--- config.mk ---
export PLATFORM = sky130hd
export DESIGN_NAME = sorted_table_insert_delete_top_flat
export DESIGN_NICKNAME = d
export VERILOG_FILES = /design/src/design/stid_pkg.sv /design/src/design/stid_req_if.sv /design/src/design/stid_rsp_if.sv /design/src/design/sorted_table_insert_delete_top.sv /design/src/design/stid_ctrl.sv /design/src/design/stid_dp.sv /design/src/flat_wrapper.sv
export SDC_FILE = /design/constraint.sdc
export NUM_CORES = 2
export LEC_CHECK = 0
export BUFFER_PORTS_ARGS = -buffer_cell sky130_fd_sc_hd__buf_2
export CORE_UTILIZATION = 28
export CTS_CLUSTER_DIAMETER = 200
export DETAILED_ROUTE_END_ITERATION = 8
export GPL_TIMING_DRIVEN = 0
export PLACE_DENSITY = 0.48
export SLEW_MARGIN = 20
export SYNTH_ARGS = -nofsm -noshare
export SYNTH_HDL_FRONTEND = slang
export SYNTH_SLANG_ARGS = --single-unit
--- constraint.sdc ---
create_clock -name clk -period 6.3 [get_ports clk]
set_input_delay 0.945 -clock clk [delete_from_list [all_inputs] [get_ports clk]]
set_output_delay 0.945 -clock clk [all_outputs]
set_load 0.02 [all_outputs]
--- src/design/stid_pkg.sv ---
package stid_pkg;

	// Table depth and derived widths
	localparam int CAPACITY = 16;
	localparam int CNT_W    = $clog2(CAPACITY + 1);
	localparam int IDX_W    = $clog2(CAPACITY);
	localparam int VAL_W    = 32;
	localparam int OUT_CNT_W = 5;

	typedef enum logic [1:0] {
		CMD_INSERT  = 2'd0,
		CMD_DELETE  = 2'd1,
		CMD_POP_MIN = 2'd2,
		CMD_POP_MAX = 2'd3
	} cmd_t;

	typedef enum logic [1:0] {
		STAT_OK       = 2'd0,
		STAT_FULL     = 2'd1,
		STAT_EMPTY    = 2'd2,
		STAT_NOTFOUND = 2'd3
	} status_t;

	typedef enum logic {
		ST_IDLE,
		ST_EXEC
	} ctrl_state_t;

	// Controller to datapath
	typedef struct packed {
		logic    capture;
		logic    do_insert;
		logic    do_delete;
		logic    do_pop_min;
		logic    do_pop_max;
		logic    load_result;
		status_t status;
	} dp_ctrl_t;

	// Datapath to controller
	typedef struct packed {
		logic full;
		logic empty;
		logic found;
	} dp_stat_t;

	// Keep the low bits of a count for the result word
	function automatic logic [OUT_CNT_W-1:0] to_out_count(input logic [CNT_W-1:0] c);
		logic [CNT_W+OUT_CNT_W-1:0] t;
		t = {{OUT_CNT_W{1'b0}}, c};
		return t[OUT_CNT_W-1:0];
	endfunction

endpackage

--- src/design/stid_req_if.sv ---
interface stid_req_if;
	import stid_pkg::*;

	logic                    valid;
	logic                    ready;
	logic [1:0]              command;
	logic signed [VAL_W-1:0] value;

	modport source (output valid, output command, output value, input ready);
	modport sink   (input valid, input command, input value, output ready);
endinterface

--- src/design/stid_rsp_if.sv ---
interface stid_rsp_if;
	import stid_pkg::*;

	logic                    valid;
	logic                    ready;
	logic [1:0]              status;
	logic signed [VAL_W-1:0] removed_value;
	logic [OUT_CNT_W-1:0]    entry_count;

	modport source (output valid, output status, output removed_value, output entry_count,
		input ready);
	modport sink   (input valid, input status, input removed_value, input entry_count,
		output ready);
endinterface

--- src/design/sorted_table_insert_delete_top.sv ---
// Sorted table of up to CAPACITY signed 32-bit values kept in ascending order in a row of
// cells. Each command word (insert, delete by key, pop smallest, pop largest) gives exactly
// one result word with a status, the removed value and the new entry count. A command
// passes through the states ST_IDLE, in which the word is taken, and ST_EXEC, in which
// every cell compares with the operand and the row shifts; the next command word can be
// accepted only back in ST_IDLE, once the last one is done. A result waiting in the output
// register blocks the next command until it is taken; it may be taken in the same cycle in
// which the next command is accepted. No clearing pass runs after reset; cells above the
// count are never read.
module sorted_table_insert_delete_top (
	input logic        clk,
	input logic        arst_n,
	stid_req_if.sink   req,
	stid_rsp_if.source rsp
);
	import stid_pkg::*;

	dp_ctrl_t ctrl;
	dp_stat_t stat;

	stid_ctrl u_ctrl (
		.clk         (clk),
		.arst_n      (arst_n),
		.req_valid   (req.valid),
		.req_command (req.command),
		.req_ready   (req.ready),
		.rsp_valid   (rsp.valid),
		.rsp_ready   (rsp.ready),
		.stat        (stat),
		.ctrl        (ctrl)
	);

	stid_dp u_dp (
		.clk           (clk),
		.arst_n        (arst_n),
		.ctrl          (ctrl),
		.value         (req.value),
		.stat          (stat),
		.status        (rsp.status),
		.removed_value (rsp.removed_value),
		.entry_count   (rsp.entry_count)
	);

endmodule

--- src/design/stid_ctrl.sv ---
module stid_ctrl (
	input  logic               clk,
	input  logic               arst_n,
	input  logic               req_valid,
	input  logic [1:0]         req_command,
	output logic               req_ready,
	output logic               rsp_valid,
	input  logic               rsp_ready,
	input  stid_pkg::dp_stat_t stat,
	output stid_pkg::dp_ctrl_t ctrl
);
	import stid_pkg::*;

	ctrl_state_t state_q, state_nxt;
	cmd_t        cmd_q;
	logic        out_valid_q;

	// State register
	always_ff @(posedge clk or negedge arst_n) begin
		if (!arst_n) begin
			state_q <= ST_IDLE;
		end else begin
			state_q <= state_nxt;
		end
	end

	// Hold the command of the word in flight
	always_ff @(posedge clk) begin
		if (ctrl.capture) begin
			cmd_q <= cmd_t'(req_command);
		end
	end

	// Result word valid: set on load, drop when taken
	always_ff @(posedge clk or negedge arst_n) begin
		if (!arst_n) begin
			out_valid_q <= 1'b0;
		end else if (ctrl.load_result) begin
			out_valid_q <= 1'b1;
		end else if (rsp_ready) begin
			out_valid_q <= 1'b0;
		end
	end

	assign rsp_valid = out_valid_q;

	// Next state and datapath commands
	always_comb begin
		state_nxt = state_q;
		req_ready = 1'b0;
		ctrl      = '0;
		ctrl.status = STAT_OK;
		case (state_q)
			ST_IDLE: begin
				req_ready    = !out_valid_q || rsp_ready;
				ctrl.capture = req_valid && req_ready;
				if (ctrl.capture) begin
					state_nxt = ST_EXEC;
				end
			end
			ST_EXEC: begin
				ctrl.load_result = 1'b1;
				state_nxt        = ST_IDLE;
				if (cmd_q == CMD_INSERT) begin
					if (stat.full) begin
						ctrl.status = STAT_FULL;
					end else begin
						ctrl.do_insert = 1'b1;
					end
				end else if (stat.empty) begin
					ctrl.status = STAT_EMPTY;
				end else begin
					case (cmd_q)
						CMD_DELETE: begin
							if (stat.found) begin
								ctrl.do_delete = 1'b1;
							end else begin
								ctrl.status = STAT_NOTFOUND;
							end
						end
						CMD_POP_MIN: ctrl.do_pop_min = 1'b1;
						CMD_POP_MAX: ctrl.do_pop_max = 1'b1;
						default:     ctrl.status = STAT_OK;
					endcase
				end
			end
			default: begin
				state_nxt = ST_IDLE;
			end
		endcase
	end

endmodule

--- src/design/stid_dp.sv ---
module stid_dp (
	input  logic                              clk,
	input  logic                              arst_n,
	input  stid_pkg::dp_ctrl_t                ctrl,
	input  logic signed [stid_pkg::VAL_W-1:0] value,
	output stid_pkg::dp_stat_t                stat,
	output logic [1:0]                        status,
	output logic signed [stid_pkg::VAL_W-1:0] removed_value,
	output logic [stid_pkg::OUT_CNT_W-1:0]    entry_count
);
	import stid_pkg::*;

	logic signed [VAL_W-1:0] value_q;
	logic signed [VAL_W-1:0] entry_q    [CAPACITY];
	logic signed [VAL_W-1:0] up_entry   [CAPACITY];
	logic signed [VAL_W-1:0] prev_entry [CAPACITY];
	logic [CAPACITY-1:0]     gt, ge, eq, prev_gt;
	logic [CNT_W-1:0]        count_q, count_nxt, last_pos;
	logic signed [VAL_W-1:0] removed_nxt;

	// Hold the operand of the word in flight
	always_ff @(posedge clk) begin
		if (ctrl.capture) begin
			value_q <= value;
		end
	end

	// Cell array: each cell compares with the operand and shifts with its neighbors
	for (genvar i = 0; i < CAPACITY; i++) begin : g_cell
		localparam logic [CNT_W-1:0] POS = CNT_W'(i);
		logic live;

		assign live  = POS < count_q;
		assign gt[i] = live && (entry_q[i] > value_q);
		assign ge[i] = live && (entry_q[i] >= value_q);
		assign eq[i] = live && (entry_q[i] == value_q);

		if (i > 0) begin : g_prev
			assign prev_entry[i] = entry_q[i-1];
			assign prev_gt[i]    = gt[i-1];
		end else begin : g_first
			assign prev_entry[i] = value_q;
			assign prev_gt[i]    = 1'b0;
		end

		if (i + 1 < CAPACITY) begin : g_up
			assign up_entry[i] = entry_q[i+1];
		end else begin : g_last
			assign up_entry[i] = entry_q[i];
		end

		always_ff @(posedge clk) begin
			if (ctrl.do_insert) begin
				if (prev_gt[i]) begin
					entry_q[i] <= prev_entry[i];
				end else if (gt[i] || POS == count_q) begin
					entry_q[i] <= value_q;
				end
			end else if ((ctrl.do_delete && ge[i]) || ctrl.do_pop_min) begin
				entry_q[i] <= up_entry[i];
			end
		end
	end

	// Flags for the controller
	assign stat.full  = count_q == CNT_W'(CAPACITY);
	assign stat.empty = count_q == '0;
	assign stat.found = |eq;

	assign last_pos = count_q - CNT_W'(1);

	// Count and removed value after this command
	always_comb begin
		count_nxt   = count_q;
		removed_nxt = '0;
		if (ctrl.do_insert) begin
			count_nxt = count_q + CNT_W'(1);
		end else if (ctrl.do_delete || ctrl.do_pop_min || ctrl.do_pop_max) begin
			count_nxt = count_q - CNT_W'(1);
		end
		if (ctrl.do_delete) begin
			removed_nxt = value_q;
		end else if (ctrl.do_pop_min) begin
			removed_nxt = entry_q[0];
		end else if (ctrl.do_pop_max) begin
			removed_nxt = entry_q[last_pos[IDX_W-1:0]];
		end
	end

	always_ff @(posedge clk or negedge arst_n) begin
		if (!arst_n) begin
			count_q <= '0;
		end else begin
			count_q <= count_nxt;
		end
	end

	// Result register
	always_ff @(posedge clk) begin
		if (ctrl.load_result) begin
			status        <= ctrl.status;
			removed_value <= removed_nxt;
			entry_count   <= to_out_count(count_nxt);
		end
	end

endmodule

--- src/flat_wrapper.sv ---
// flat-port wrapper written by rule: the top's interface ports become plain ports
module sorted_table_insert_delete_top_flat import stid_pkg::*;
  (clk, arst_n, req_valid, req_command, req_value, req_ready, rsp_valid, rsp_status, rsp_removed_value, rsp_entry_count, rsp_ready);
  stid_req_if req_i ();
  stid_rsp_if rsp_i ();
  input logic clk;
  input logic arst_n;
  input wire logic [$bits(req_i.valid)-1:0] req_valid;
  input wire logic [$bits(req_i.command)-1:0] req_command;
  input wire logic [$bits(req_i.value)-1:0] req_value;
  output wire logic [$bits(req_i.ready)-1:0] req_ready;
  output wire logic [$bits(rsp_i.valid)-1:0] rsp_valid;
  output wire logic [$bits(rsp_i.status)-1:0] rsp_status;
  output wire logic [$bits(rsp_i.removed_value)-1:0] rsp_removed_value;
  output wire logic [$bits(rsp_i.entry_count)-1:0] rsp_entry_count;
  input wire logic [$bits(rsp_i.ready)-1:0] rsp_ready;
  assign req_i.valid = req_valid;
  assign req_i.command = req_command;
  assign req_i.value = req_value;
  assign req_ready = req_i.ready;
  assign rsp_valid = rsp_i.valid;
  assign rsp_status = rsp_i.status;
  assign rsp_removed_value = rsp_i.removed_value;
  assign rsp_entry_count = rsp_i.entry_count;
  assign rsp_i.ready = rsp_ready;
  sorted_table_insert_delete_top u_core (.clk(clk), .arst_n(arst_n), .req(req_i), .rsp(rsp_i));
endmodule
==> results.sh <==
export IMPL_finalSetupViolCount=44
export IMPL_yosysWarnings=0
export IMPL_netlist_area_um2=45530
export IMPL_dpl_cell_count=6268
export IMPL_endpoint="u_core.u_dp.entry_q[7][16]$_DFFE_PP_"
export IMPL_die_y_um=405.3
export IMPL_min_period_ns=6.415
export IMPL_rrSetupSlack_ns=-0.12
export IMPL_rsz0062_at_grt="true"
export IMPL_wl_per_cell_um=33.90
export IMPL_slew_violations=0
export IMPL_yosys_area_top_type_share_pct=38.58
export IMPL_cp_arrival_ns=6.82
export IMPL_ctsLongestPathBuffers=3
export IMPL_crit_start="u_core.u_dp.value_q[31]$_DFFE_PP_"
export IMPL_p_leak_nw=20.35
export IMPL_ys_ff_latch=592
export IMPL_vias=38920
export IMPL_final_util_pct=33.27
export IMPL_final_cells=6508
export IMPL_reg2reg_depth=17
export IMPL_r2r_end="u_core.u_dp.entry_q[7][16]$_DFFE_PP_"
export IMPL_first_pass_iters=6
export IMPL_cp_max_fo=15
export IMPL_status="finished, violations left"
export IMPL_fmax_mhz=155.9
export IMPL_synth_cell_types=79
export IMPL_async_flop_share_pct=1.182
export IMPL_synth_flop_cell="edfxtp_1"
export IMPL_synth_edff_count=585
export IMPL_critPathKind="reg2reg"
export IMPL_ir_drop_mv=0.3112
export IMPL_worstPathRequired_ns=6.71
export IMPL_die_w_um=405.3
export IMPL_io_buffers=78
export IMPL_io_pins=79
export IMPL_p_total_mw=17.04
export IMPL_yosysSeqAreaShare_pct=38.97
export IMPL_synth_top_area_cell="edfxtp_1"
export IMPL_cts_inserted_buffers=78
export IMPL_htree_levels=3
export IMPL_routed_wl_mm=220.6
export IMPL_route_detailed_vias_per_inst=5.981
export IMPL_layout_drive_gt1_share_pct=24.04
export IMPL_gp_congestion=0.9941
export IMPL_start_util_pct=28.29
export IMPL_violations="negative setup slack"
export IMPL_drc=0
export IMPL_hold_ws_ns=0.04969
export IMPL_grt_pass1_wl_mm=299.4
export IMPL_ant_nets=0
export IMPL_timing_slew_headroom_pct=15.45
export IMPL_synth_area_top_cells="edfxtp_1 (39%), ha_1 (14%), mux2i_1 (8.0%)"
export IMPL_syn_to_final_growth_pct=17.61
export IMPL_cts_tree="built"
export IMPL_clock_sinks=592
export IMPL_synthAdderAreaFrac_pct=14.21
export IMPL_cts_clk_slew_worst_paths_ns=0.06
export IMPL_end_kind="register"
export IMPL_setup_tns_ns=-2.530
export IMPL_grt_max_degree=25
export IMPL_synth_nets=4546
export IMPL_drt_iter0_drc=4625
export IMPL_grtUsageTotal_pct=26.28
export IMPL_fin_skew_ns=0.03923
export IMPL_die_area_um2=164200
export IMPL_drv_cap=0
export IMPL_synth_compound_area_share_pct=10.93
export IMPL_r2r_start="u_core.u_dp.value_q[31]$_DFFE_PP_"
export IMPL_yosys_area_share_xor_xnor_pct=0.09618
export IMPL_hp_class="in2async"
export IMPL_clockRootBuffer="clkbuf_16"
export IMPL_antenna_found_initial=10
export IMPL_final_hold_viol_count=0
export IMPL_fin_crit_sh_pct=101.8
export IMPL_syn_avg_cell_area_um2=11.41
export IMPL_grt_pass1_vias=37540
export IMPL_synthMuxAreaShare_pct=23.91
export IMPL_place_hpwl_mm=166.0
export IMPL_clock_latency_ns=0.73
export IMPL_synth_top_family_by_area="multiplexers"
export IMPL_start_kind="register"
export IMPL_nets=4848
export IMPL_core_area_um2=160900
export IMPL_power_density_nw_per_um2=318.3
export IMPL_worstMarginPinSlew_ns=1.258
export IMPL_rows=147
export IMPL_grt_ovfl_total=0
export IMPL_synth_simple_gate_area_share_pct=8.975
export IMPL_fin_ws_ns=-0.1152
export IMPL_synthCells=3991
## area by class of cell
cell class                      count  area, um^2
Sequential cell                   592       17750
Antenna cell                        1       2.502
Buffer                            236        1115
Clock inverter                     44       330.3
Clock buffer                       90        2039
Multi-Input combinational cell   3074       27010
Tap cell                         2160        2703
Inverter                           66       364.1
Fill cell                       16160      107400
Timing Repair Buffer              245        2237
## worst min-delay path by stage
stage	end	slack, ns	depth (start not counted)
floorplan	u_core.u_dp.entry_q[12][0]$_DFFE_PP_	0.56	2
global placement	u_core.u_ctrl.rsp_valid$_DFFE_PN0P_	0.49	2
detailed placement	u_core.u_ctrl.rsp_valid$_DFFE_PN0P_	0.52	2
CTS	u_core.u_dp.count_q[4]$_DFF_PN0_	0.03	1
global route	u_core.u_dp.count_q[2]$_DFF_PN0_	0.08	1
finish	u_core.u_dp.count_q[2]$_DFF_PN0_	0.05	1
## logic make-up after synthesis
family / after synthesis
xor+xnor: 5
simple gates: 863
mux: 838
buf+inv: 325
flops: 592
fa+ha+maj: 517
compound gates: 851
## metal layers
layer / vias up / global-route usage (%) / share of wire (%)
li1: 16280 / - / -
met1: 19850 / 34.05 / 40
met2: 2299 / 41.06 / 44
met3: 490 / 6.818 / 10
met4: 12 / 11.46 / 4.8
met5: - / 0 / 0.038
## flip-flops by register name (all words and copies together) (netlist names)
name	flops
u_core.u_dp.removed_value	32
u_core.u_dp.status	2
u_core.u_dp.entry_q	512
u_core.u_dp.count_q	5
u_core.u_ctrl.state_q	1
u_core.u_dp.entry_count	5
u_core.u_dp.value_q	32
u_core.u_ctrl.rsp_valid	1
u_core.u_ctrl.cmd_q	2
## timing repair
item | 4_1_cts | 5_1_grt
gates resized for setup | 109 | 29
hold buffers | 0 | 0
endpoints found under the setup margin | 1029 | 378
pin swaps | 3 | 5
setup buffers | 123 | 5
## power by group
group,internal [mW],switching (mW)
Combinational,2.96,4.40
Sequential,4.82,0.401
Clock,2.47,2.00
Total,10.2,6.80
## per-stage QoR
stage	setup WS (ns)	instance area (um^2)
2_1_floorplan	0.7410	45530
3_3_place_gp	-6.137	48630
3_5_place_dp	-1.909	49670
4_1_cts	0.007742	53440
5_1_grt	-0.04861	53550
6_report	-0.1152	53550
## synth_stat cells (8+ instances only)
master,number
nor4_1,28
edfxtp_1,585
mux4_2,160
mux2_4,28
o21ai_0,148
o211ai_1,31
nand3_1,65
mux2_2,256
a31oi_1,17
nor2_1,314
and4_1,19
ha_1,517
o31ai_1,12
nor3_1,35
nand2_1,197
o22ai_1,35
nor2b_1,28
buf_2,55
inv_1,66
or3_1,8
nand2b_1,15
clkbuf_1,144
a21boi_0,12
a21o_1,23
a211oi_1,32
mux2_1,29
nand4_1,116
mux2i_1,365
a21oi_1,458
buf_1,53
o21a_1,8
## layout by cell type, fill, tap and decap left out, drive strengths merged, types with 65 or more instances in the layout
| cell | netlist | final |
|---|---|---|
| edfxtp | 585 | 585 |
| ha | 517 | 517 |
| a21oi | 458 | 458 |
| mux2i | 365 | 365 |
| buf | 115 | 351 |
| nor2 | 316 | 316 |
| mux2 | 313 | 313 |
| clkbuf | 144 | 215 |
| nand2 | 197 | 197 |
| mux4 | 160 | 160 |
| o21ai | 149 | 149 |
| nand4 | 116 | 116 |
| nand3 | 65 | 65 |
## critical path, stage by stage (launching register included)
cell             delay, ns
edfxtp_1              0.66
buf_2                 0.42
clkinvlp_4            0.15
buf_4                 0.21
ha_1                  0.42
nand4_1               0.33
nor4_4                0.60
nand4_1               0.35
nand4_1               0.21
a2111oi_2             0.08
a311oi_2              0.57
buf_4                 0.34
a31oi_1               0.13
buf_2                 0.31
clkdlybuf4s15_2       0.48
o21ai_4               0.34
buf_16                0.25
buf_16                0.19
Power figures use the tool's default switching activity.
